File: src/rtl/assert_macros.svh
// ---------------------------------------------------------------------------
// Assertion macros
// Shared concurrent assertion wrappers for the overlay blender RTL.
// ---------------------------------------------------------------------------
`ifndef ASSERT_MACROS_SVH
`define ASSERT_MACROS_SVH

// clocked assertion, disabled while reset is high
`define PRAB_ASSERT(label, prop, msg) \
  label: assert property (@(posedge clk) disable iff (rst) prop) else $error(msg);

// clocked assertion, checked through reset as well
`define PRAB_ASSERT_ALWAYS(label, prop, msg) \
  label: assert property (@(posedge clk) prop) else $error(msg);

`endif

File: src/rtl/prab_pkg.sv
// ---------------------------------------------------------------------------
// prab_pkg
// Widths, register indexes and constants for the pulsing overlay blender.
// ---------------------------------------------------------------------------
`timescale 1ns / 1ps
`default_nettype none

package prab_pkg;

  localparam int POS_W   = 12;
  localparam int PIX_W   = 32;
  localparam int DEPTH_W = 6;
  localparam int CHAN_W  = 8;
  localparam int ALPHA_W = 7;
  localparam int PHASE_W = 6;
  localparam int SUM_W   = 16;
  localparam int IDX_W   = 3;
  localparam int DATA_W  = 12;

  typedef enum logic [IDX_W-1:0] {
    REG_PIXEL_DEPTH = 3'd0,
    REG_RECT_WIDTH  = 3'd1,
    REG_RECT_HEIGHT = 3'd2,
    REG_COLOR_RED   = 3'd3,
    REG_COLOR_GREEN = 3'd4,
    REG_COLOR_BLUE  = 3'd5
  } reg_index_t;

  localparam logic [DEPTH_W-1:0] DEPTH_32 = 6'd32;
  localparam logic [DEPTH_W-1:0] DEPTH_16 = 6'd16;

  localparam logic [PHASE_W-1:0] PHASE_MID  = 6'd30;
  localparam logic [PHASE_W-1:0] PHASE_LAST = 6'd59;
  localparam logic [ALPHA_W-1:0] ALPHA_BASE = 7'd80;
  localparam logic [CHAN_W-1:0]  FULL_SCALE = 8'd255;

  localparam logic [DEPTH_W-1:0] DEPTH_RESET  = 6'd32;
  localparam logic [POS_W-1:0]   WIDTH_RESET  = 12'd400;
  localparam logic [POS_W-1:0]   HEIGHT_RESET = 12'd200;
  localparam logic [CHAN_W-1:0]  RED_RESET    = 8'd0;
  localparam logic [CHAN_W-1:0]  GREEN_RESET  = 8'd255;
  localparam logic [CHAN_W-1:0]  BLUE_RESET   = 8'd0;

endpackage

`default_nettype wire

File: src/rtl/prab_in_if.sv
// ---------------------------------------------------------------------------
// prab_in_if
// Pixel request channel: coordinates, original pixel and frame end mark.
// ---------------------------------------------------------------------------
`timescale 1ns / 1ps
`default_nettype none

interface prab_in_if;
  import prab_pkg::*;

  logic               valid;
  logic               ready;
  logic [POS_W-1:0]   pos_x;
  logic [POS_W-1:0]   pos_y;
  logic [PIX_W-1:0]   pixel_in;
  logic               frame_end;

  modport source (output valid, output pos_x, output pos_y, output pixel_in,
                  output frame_end, input ready);
  modport sink   (input valid, input pos_x, input pos_y, input pixel_in,
                  input frame_end, output ready);
endinterface

`default_nettype wire

File: src/rtl/prab_out_if.sv
// ---------------------------------------------------------------------------
// prab_out_if
// Result channel: output pixel and status flags.
// ---------------------------------------------------------------------------
`timescale 1ns / 1ps
`default_nettype none

interface prab_out_if;
  import prab_pkg::*;

  logic               valid;
  logic               ready;
  logic [PIX_W-1:0]   pixel_out;
  logic               blended;
  logic               depth_error;
  logic               frame_done;

  modport source (output valid, output pixel_out, output blended,
                  output depth_error, output frame_done, input ready);
  modport sink   (input valid, input pixel_out, input blended,
                  input depth_error, input frame_done, output ready);
endinterface

`default_nettype wire

File: src/rtl/prab_cfg_if.sv
// ---------------------------------------------------------------------------
// prab_cfg_if
// Register write channel: register index and write data.
// ---------------------------------------------------------------------------
`timescale 1ns / 1ps
`default_nettype none

interface prab_cfg_if;
  import prab_pkg::*;

  logic               valid;
  logic               ready;
  logic [IDX_W-1:0]   index;
  logic [DATA_W-1:0]  data;

  modport source (output valid, output index, output data, input ready);
  modport sink   (input valid, input index, input data, output ready);
endinterface

`default_nettype wire

File: src/rtl/pulsing_rect_alpha_blend.sv
// ---------------------------------------------------------------------------
// pulsing_rect_alpha_blend
// Blends pixels inside a top-left rectangle with an overlay color whose
// opacity pulses per frame; 32 bpp and RGB565 16 bpp pixel formats.
// Stages from pixel request to result: decode, multiply, divide.
// Throughput: one pixel per cycle; a stalled result stalls all three stages.
// Reset: registers return to 32 bpp, 400x200, green; pulse phase to zero.
// ---------------------------------------------------------------------------
`timescale 1ns / 1ps
`default_nettype none
`include "assert_macros.svh"

module pulsing_rect_alpha_blend (
  input  wire logic  clk,
  input  wire logic  rst,
  prab_in_if.sink    pixel,
  prab_out_if.source result,
  prab_cfg_if.sink   regs
);
  import prab_pkg::*;

  // register file
  logic [DEPTH_W-1:0] pixel_depth;
  logic [POS_W-1:0]   rect_width;
  logic [POS_W-1:0]   rect_height;
  logic [CHAN_W-1:0]  color_red;
  logic [CHAN_W-1:0]  color_green;
  logic [CHAN_W-1:0]  color_blue;

  assign regs.ready = 1'b1;

  always_ff @(posedge clk) begin
    if (rst) begin
      pixel_depth <= DEPTH_RESET;
      rect_width  <= WIDTH_RESET;
      rect_height <= HEIGHT_RESET;
      color_red   <= RED_RESET;
      color_green <= GREEN_RESET;
      color_blue  <= BLUE_RESET;
    end else if (regs.valid) begin
      case (reg_index_t'(regs.index))
        REG_PIXEL_DEPTH: pixel_depth <= regs.data[DEPTH_W-1:0];
        REG_RECT_WIDTH:  rect_width  <= regs.data[POS_W-1:0];
        REG_RECT_HEIGHT: rect_height <= regs.data[POS_W-1:0];
        REG_COLOR_RED:   color_red   <= regs.data[CHAN_W-1:0];
        REG_COLOR_GREEN: color_green <= regs.data[CHAN_W-1:0];
        REG_COLOR_BLUE:  color_blue  <= regs.data[CHAN_W-1:0];
        default: ;
      endcase
    end
  end

  // pipeline control
  logic en;
  logic in_acc;

  assign en          = !result.valid || result.ready;
  assign pixel.ready = en;
  assign in_acc      = pixel.valid && en;

  // pulse phase
  logic [PHASE_W-1:0] phase;
  logic [PHASE_W-1:0] phase_next;
  logic [PHASE_W-1:0] phase_dist;
  logic [ALPHA_W-1:0] alpha_next;

  always_comb begin
    phase_next = (phase == PHASE_LAST) ? '0 : phase + 6'd1;
    phase_dist = (phase >= PHASE_MID) ? phase - PHASE_MID : PHASE_MID - phase;
    alpha_next = ALPHA_BASE + {1'b0, phase_dist};
  end

  always_ff @(posedge clk) begin
    if (rst) begin
      phase <= '0;
    end else if (in_acc && pixel.frame_end) begin
      phase <= phase_next;
    end
  end

  // stage 1: decode
  logic               is32;
  logic               is16;
  logic               in_rect;
  logic [CHAN_W-1:0]  r_next;
  logic [CHAN_W-1:0]  g_next;
  logic [CHAN_W-1:0]  b_next;

  always_comb begin
    is32    = pixel_depth == DEPTH_32;
    is16    = pixel_depth == DEPTH_16;
    in_rect = (pixel.pos_x < rect_width) && (pixel.pos_y < rect_height);
    if (is16) begin
      r_next = {pixel.pixel_in[15:11], pixel.pixel_in[15:13]};
      g_next = {pixel.pixel_in[10:5], pixel.pixel_in[10:9]};
      b_next = {pixel.pixel_in[4:0], pixel.pixel_in[4:2]};
    end else begin
      r_next = pixel.pixel_in[23:16];
      g_next = pixel.pixel_in[15:8];
      b_next = pixel.pixel_in[7:0];
    end
  end

  logic               s1_valid;
  logic [PIX_W-1:0]   s1_pix;
  logic [ALPHA_W-1:0] s1_alpha;
  logic [CHAN_W-1:0]  s1_r;
  logic [CHAN_W-1:0]  s1_g;
  logic [CHAN_W-1:0]  s1_b;
  logic               s1_is16;
  logic               s1_blend;
  logic               s1_err;
  logic               s1_fend;

  always_ff @(posedge clk) begin
    if (rst) begin
      s1_valid <= 1'b0;
    end else if (en) begin
      s1_valid <= pixel.valid;
    end
  end

  always_ff @(posedge clk) begin
    if (en) begin
      s1_pix   <= pixel.pixel_in;
      s1_alpha <= alpha_next;
      s1_r     <= r_next;
      s1_g     <= g_next;
      s1_b     <= b_next;
      s1_is16  <= is16;
      s1_blend <= in_rect && (is32 || is16);
      s1_err   <= !(is32 || is16);
      s1_fend  <= pixel.frame_end;
    end
  end

  // stage 2: weighted sums inside the channel units
  logic [CHAN_W-1:0] r_q;
  logic [CHAN_W-1:0] g_q;
  logic [CHAN_W-1:0] b_q;

  prab_mix u_mix_r (
    .clk   (clk),
    .en    (en),
    .alpha (s1_alpha),
    .ov    (color_red),
    .orig  (s1_r),
    .q     (r_q)
  );

  prab_mix u_mix_g (
    .clk   (clk),
    .en    (en),
    .alpha (s1_alpha),
    .ov    (color_green),
    .orig  (s1_g),
    .q     (g_q)
  );

  prab_mix u_mix_b (
    .clk   (clk),
    .en    (en),
    .alpha (s1_alpha),
    .ov    (color_blue),
    .orig  (s1_b),
    .q     (b_q)
  );

  logic             s2_valid;
  logic [PIX_W-1:0] s2_pix;
  logic             s2_is16;
  logic             s2_blend;
  logic             s2_err;
  logic             s2_fend;

  always_ff @(posedge clk) begin
    if (rst) begin
      s2_valid <= 1'b0;
    end else if (en) begin
      s2_valid <= s1_valid;
    end
  end

  always_ff @(posedge clk) begin
    if (en) begin
      s2_pix   <= s1_pix;
      s2_is16  <= s1_is16;
      s2_blend <= s1_blend;
      s2_err   <= s1_err;
      s2_fend  <= s1_fend;
    end
  end

  // stage 3: divide and repack into the output register
  logic [PIX_W-1:0] pix_next;

  always_comb begin
    if (!s2_blend) begin
      pix_next = s2_pix;
    end else if (s2_is16) begin
      pix_next = {s2_pix[31:16], r_q[7:3], g_q[7:2], b_q[7:3]};
    end else begin
      pix_next = {s2_pix[31:24], r_q, g_q, b_q};
    end
  end

  always_ff @(posedge clk) begin
    if (rst) begin
      result.valid <= 1'b0;
    end else if (en) begin
      result.valid <= s2_valid;
    end
  end

  always_ff @(posedge clk) begin
    if (en) begin
      result.pixel_out   <= pix_next;
      result.blended     <= s2_blend;
      result.depth_error <= s2_err;
      result.frame_done  <= s2_fend;
    end
  end

  `PRAB_ASSERT(a_phase_adv, (in_acc && pixel.frame_end) |=> (phase == (($past(phase) == PHASE_LAST) ? 6'd0 : $past(phase) + 6'd1)), "phase did not advance on frame end")
  `PRAB_ASSERT(a_phase_hold, !(in_acc && pixel.frame_end) |=> $stable(phase), "phase moved without a frame end")
  `PRAB_ASSERT(a_flags, result.valid |-> !(result.blended && result.depth_error), "blended pixel flagged with a depth error")
  `PRAB_ASSERT_ALWAYS(a_stall, (result.valid && !result.ready) |-> !pixel.ready, "pixel request taken while result stalled")

endmodule

`default_nettype wire

File: src/rtl/prab_mix.sv
// ---------------------------------------------------------------------------
// prab_mix
// One color channel: weighted sum registered, then divided by 255.
// ---------------------------------------------------------------------------
`timescale 1ns / 1ps
`default_nettype none

module prab_mix (
  input  wire logic                          clk,
  input  wire logic                          en,
  input  wire logic [prab_pkg::ALPHA_W-1:0]  alpha,
  input  wire logic [prab_pkg::CHAN_W-1:0]   ov,
  input  wire logic [prab_pkg::CHAN_W-1:0]   orig,
  output      logic [prab_pkg::CHAN_W-1:0]   q
);
  import prab_pkg::*;

  logic [SUM_W-1:0]  sum;
  logic [SUM_W-1:0]  sum_next;
  logic [CHAN_W-1:0] inv;
  logic [SUM_W-1:0]  rnd;

  always_comb begin
    inv      = FULL_SCALE - {1'b0, alpha};
    sum_next = ({{(SUM_W-ALPHA_W){1'b0}}, alpha} * {{(SUM_W-CHAN_W){1'b0}}, ov})
             + ({{(SUM_W-CHAN_W){1'b0}}, inv} * {{(SUM_W-CHAN_W){1'b0}}, orig});
  end

  always_ff @(posedge clk) begin
    if (en) begin
      sum <= sum_next;
    end
  end

  // exact floor(sum / 255) for sum up to 65025 (255 * 255)
  always_comb begin
    rnd = sum + 16'd1 + {{(SUM_W-CHAN_W){1'b0}}, sum[SUM_W-1:CHAN_W]};
    q   = rnd[SUM_W-1:CHAN_W];
  end

endmodule

`default_nettype wire
File: src/flat_wrapper.sv
// flat-port wrapper written by rule: the top's interface ports become plain ports
module pulsing_rect_alpha_blend_flat import prab_pkg::*;
  (clk, rst, pixel_valid, pixel_pos_x, pixel_pos_y, pixel_pixel_in, pixel_frame_end, pixel_ready, result_valid, result_pixel_out, result_blended, result_depth_error, result_frame_done, result_ready, regs_valid, regs_index, regs_data, regs_ready);
  prab_in_if pixel_i ();
  prab_out_if result_i ();
  prab_cfg_if regs_i ();
  input  wire logic clk;
  input  wire logic rst;
  input wire logic [$bits(pixel_i.valid)-1:0] pixel_valid;
  input wire logic [$bits(pixel_i.pos_x)-1:0] pixel_pos_x;
  input wire logic [$bits(pixel_i.pos_y)-1:0] pixel_pos_y;
  input wire logic [$bits(pixel_i.pixel_in)-1:0] pixel_pixel_in;
  input wire logic [$bits(pixel_i.frame_end)-1:0] pixel_frame_end;
  output wire logic [$bits(pixel_i.ready)-1:0] pixel_ready;
  output wire logic [$bits(result_i.valid)-1:0] result_valid;
  output wire logic [$bits(result_i.pixel_out)-1:0] result_pixel_out;
  output wire logic [$bits(result_i.blended)-1:0] result_blended;
  output wire logic [$bits(result_i.depth_error)-1:0] result_depth_error;
  output wire logic [$bits(result_i.frame_done)-1:0] result_frame_done;
  input wire logic [$bits(result_i.ready)-1:0] result_ready;
  input wire logic [$bits(regs_i.valid)-1:0] regs_valid;
  input wire logic [$bits(regs_i.index)-1:0] regs_index;
  input wire logic [$bits(regs_i.data)-1:0] regs_data;
  output wire logic [$bits(regs_i.ready)-1:0] regs_ready;
  assign pixel_i.valid = pixel_valid;
  assign pixel_i.pos_x = pixel_pos_x;
  assign pixel_i.pos_y = pixel_pos_y;
  assign pixel_i.pixel_in = pixel_pixel_in;
  assign pixel_i.frame_end = pixel_frame_end;
  assign pixel_ready = pixel_i.ready;
  assign result_valid = result_i.valid;
  assign result_pixel_out = result_i.pixel_out;
  assign result_blended = result_i.blended;
  assign result_depth_error = result_i.depth_error;
  assign result_frame_done = result_i.frame_done;
  assign result_i.ready = result_ready;
  assign regs_i.valid = regs_valid;
  assign regs_i.index = regs_index;
  assign regs_i.data = regs_data;
  assign regs_ready = regs_i.ready;
  pulsing_rect_alpha_blend u_core (.clk(clk), .rst(rst), .pixel(pixel_i), .result(result_i), .regs(regs_i));
endmodule
File: config.mk
export PLATFORM = sky130hd
export DESIGN_NAME = pulsing_rect_alpha_blend_flat
export DESIGN_NICKNAME = d
export VERILOG_FILES = /design/src/rtl/prab_pkg.sv /design/src/rtl/prab_in_if.sv /design/src/rtl/prab_out_if.sv /design/src/rtl/prab_cfg_if.sv /design/src/rtl/pulsing_rect_alpha_blend.sv /design/src/rtl/prab_mix.sv /design/src/flat_wrapper.sv
export VERILOG_INCLUDE_DIRS = /design/src /design/src/rtl
export SDC_FILE = /design/constraint.sdc
export NUM_CORES = 1
export LEC_CHECK = 0
export BUFFER_PORTS_ARGS = -buffer_cell sky130_fd_sc_hd__buf_2
export CAP_MARGIN = 20
export CORE_MARGIN = 2
export CORE_UTILIZATION = 50
export DETAILED_ROUTE_END_ITERATION = 12
export HOLD_SLACK_MARGIN = 0.05
export PLACE_DENSITY = 0.67
export SYNTH_ARGS = -nofsm -noshare
export SYNTH_HDL_FRONTEND = slang
export SYNTH_SLANG_ARGS = --single-unit
File: constraint.sdc
create_clock -name clk -period 10.2 [get_ports clk]
set_input_delay 0.51 -clock clk [delete_from_list [all_inputs] [get_ports clk]]
set_output_delay 0.51 -clock clk [all_outputs]
set_load 0.01 [all_outputs]
==> flow_summary_export.csv <==
group,metric,value,unit
synthesis,synth-edff-count,186,
critical_path,startpoint_type,"flip-flop",
clock_tree,cts_resized,0,
floorplanning,rows,77,
layout,syn2layout_area_growth,9.01,%
routing,firstDrtPassIters,5,
sta,fin_skew,0.0159,ns
power_and_ir_drop,powerDensity,220,nW/um^2
clock_tree,clkTransAtPathRegs,0.07,ns
clock_tree,cts.sinks,249,
job,maxCapViolations,0,
clock_tree,clock_tree.buffer_depth,3,
floorplanning,fp.dieW,215,um
sta,finalSetupTns,0,ns
worst_hold_path,hp-class,"in -> reg",
sta,hold_viol,0,
routing,wl_met1,22.1,mm
critical_path,critPathMaxFanout,48,
routing,drt-initial-drc-count,991,
clock_tree,root_buffer,"clkbuf_16",
synthesis,async_reset_ff_share,0,%
layout,antennaDiodeCount,0,
synthesis,synthCells,2156,
synthesis,ys_seq_elements,249,
grt,grt_max_degree,105,
sta,fin_crit_sh,58.9,%
sta,tightestPinTransition,1.05,ns
routing,wirelength,47.5,mm
clock_tree,clk_latency,0.56,ns
layout,drive_gt1_share,8.35,%
power_and_ir_drop,ir_drop,361,uV
synthesis,synth_area,22200,sq um
placed_design,place_congestion,0.843,
placed_design,port_buffers,113,
sta,min_period,6.00,ns
grt,grt_pass1_vias,15588,
routing,highest_layer,"met4",
sta,setup_violations,0,
synthesis,seq_area_frac_synth,30.8,%
placed_design,dp_hpwl,36.2,mm
grt,antenna_found_initial,0,
routing,wl_met2,22.0,mm
routing,dr_wl_met3,2.69,mm
floorplanning,core-area,44000,sq um
sta,slew_violations,0,
sta,max_freq,167,MHz
synthesis,yosys_warnings,0,
floorplanning,dieHeight,215,um
sta,rsz0062_at_grt,"no",
routing,antenna_left,0,
clock_tree,cts_max_level,1,
run_status,status,"finished clean",
floorplanning,io_pins,115,
grt,grt_pass1_wl,79.5,mm
routing,vias,14799,
power_and_ir_drop,p_leak,11.2,nW
critical_path,crit_path_end_kind,"flip-flop",
critical_path,crit_arrival,6.30,ns
layout,stdcell_count,2855,
clock_tree,cts_buffers,26,
critical_path,required,10.50,ns
clock_tree,cts_tree,"done",
synthesis,synth_ff_type,"edfxtp_1",
clock_tree,cts_setup_buffers,0,
routing,avgViaCountPerCell,5.18,
routing,drc,0,
critical_path,worst-setup-path-type,"reg -> reg",
routing,post_drt_wl_per_cell,16.6,um
floorplanning,initial_core_util,50.4,%
placed_design,dp_cells,2806,
synthesis,synth_cell_type_count,69,
sta,slew_headroom,30.2,%
layout,fin_nets,2805,
clock_tree,ctsHoldBuffers,0,
grt,overflow,0,
synthesis,synth.avg_cell_area,10.3,sq um
grt,grt_usage,21.5,%
floorplanning,dieArea,46100,sq um
layout,fin_util,55.0,%
-- final timing paths --
| kind | start | to | slack, ns | depth (start not counted) |
|---|---|---|---|---|
| worst max-delay path | u_core.s1_alpha[3]$_DFFE_PN_ | u_core.u_mix_b.sum[15]$_DFFE_PN_ | 4.20 | 18 |
| worst min-delay path | pixel_pixel_in[30] | u_core.s1_pix[30]$_DFFE_PN_ | 0.13 | 1 |
| worst max register to register | u_core.s1_alpha[3]$_DFFE_PN_ | u_core.u_mix_b.sum[15]$_DFFE_PN_ | 4.20 | 18 |
| worst min register to register | u_core.s1_pix[9]$_DFFE_PN_ | u_core.s2_pix[9]$_DFFE_PN_ | 0.41 | 0 |
-- registers in the layout, indices dropped and copies added, names as in the netlist, 6 cells and up --
name	flops
u_core.color_blue	8
u_core.color_green	8
u_core.color_red	8
u_core.phase	6
u_core.pixel_depth	6
u_core.rect_height	12
u_core.rect_width	12
u_core.result.pixel_out	32
u_core.s1_alpha	7
u_core.s1_b	8
u_core.s1_g	8
u_core.s1_pix	32
u_core.s1_r	8
u_core.s2_pix	32
u_core.u_mix_b.sum	16
u_core.u_mix_g.sum	16
u_core.u_mix_r.sum	16
-- cell families (layout without fill, tap and decap cells) --
kind of cell / after synthesis / count (layout) / share of synthesized area (%)
fa+ha+maj: 485 / 485 / 36.5
flops: 249 / 249 / 30.8
buf+inv: 464 / 569 / 7.90
other cells: 2 / 4 / 0.0338
mux: 11 / 11 / 0.513
simple gates: 683 / 683 / 15.6
compound gates: 201 / 201 / 6.18
xor+xnor: 61 / 61 / 2.41
-- critical path: stages, from the launching register on --
cell and delay, ns:
edfxtp_1 0.32, buf_4 0.46, nand2_1 0.18, fa_1 0.59, fa_1 0.44, fa_1 0.53, inv_1 0.06, fa_1 0.49
fa_1 0.49, inv_1 0.05, fa_1 0.49, inv_1 0.04, ha_1 0.32, nor2b_1 0.16, o31ai_1 0.41, a21oi_1 0.17
a211oi_2 0.27, a21oi_1 0.12, xnor2_1 0.13
-- metal layers --
layer,vias to the layer above,GRT usage (%)
li1,7020,-
met1,7349,30.5
met2,376,35.4
met3,54,3.37
met4,0,3.70
met5,-,0
-- cells in the mapped netlist, drive strengths merged (48+ instances only) --
cell    count  area, sq um
inv       397         1490
fa        270         5410
nand2     233          875
ha        215         2690
edfxtp    186         5590
and2      122          763
nor2       92          348
nor2b      87          544
nand2b     73          457
a21oi      64          320
dfxtp      63         1260
clkbuf     57          214
xnor2      48          420
-- stage by stage --
| step | power [W] | cell area, sq um | worst slack (ns) | hold WS, ns |
|---|---|---|---|---|
| 6_report | 0.00531 | 24200 | 4.20 | 0.132 |
| 5_1_grt | 0.00578 | 24200 | 3.94 | 0.106 |
| 4_1_cts | 0.00533 | 24200 | 4.20 | 0.101 |
| 2_1_floorplan | 0.00367 | 22200 | 4.52 | 0.400 |
| 3_5_place_dp | 0.00435 | 23300 | 4.21 | 0.405 |
| 3_3_place_gp | 0.00427 | 23300 | 4.37 | 0.401 |
-- power breakdown --
part | total, W | switching, W | internal, W
Sequential | 0.00152 | 0.000132 | 0.00139
Clock | 0.000946 | 0.000409 | 0.000537
Combinational | 0.00285 | 0.00159 | 0.00126
Total | 0.00531 | 0.00213 | 0.00318
-- placed cells by master (no fill, tap or decap), drive strengths merged, types with 10 or more instances in the layout --
cell type and instances:
a211o 17, a211oi 11, a21o 11, a21oi 64
and2 122, and3 11, buf 123, clkbuf 32
clkinv 10, dfxtp 63, edfxtp 186, fa 270
ha 215, inv 398, nand2 233, nand2b 73
nand3 21, nand4 10, nor2 92, nor2b 87
nor3 10, o21a 12, o21ai 37, o221ai 11
xnor2 48, xor2 13
-- area by class of cell --
type	count	area, sq um
timing repair buffer	123	653
multi-input combinational	1445	13600
fill	3852	19800
clock inverter	16	158
sequential	249	6850
inverter	398	1500
tap	592	741
clock buffer	32	693
Power figures use the tool's default switching activity.
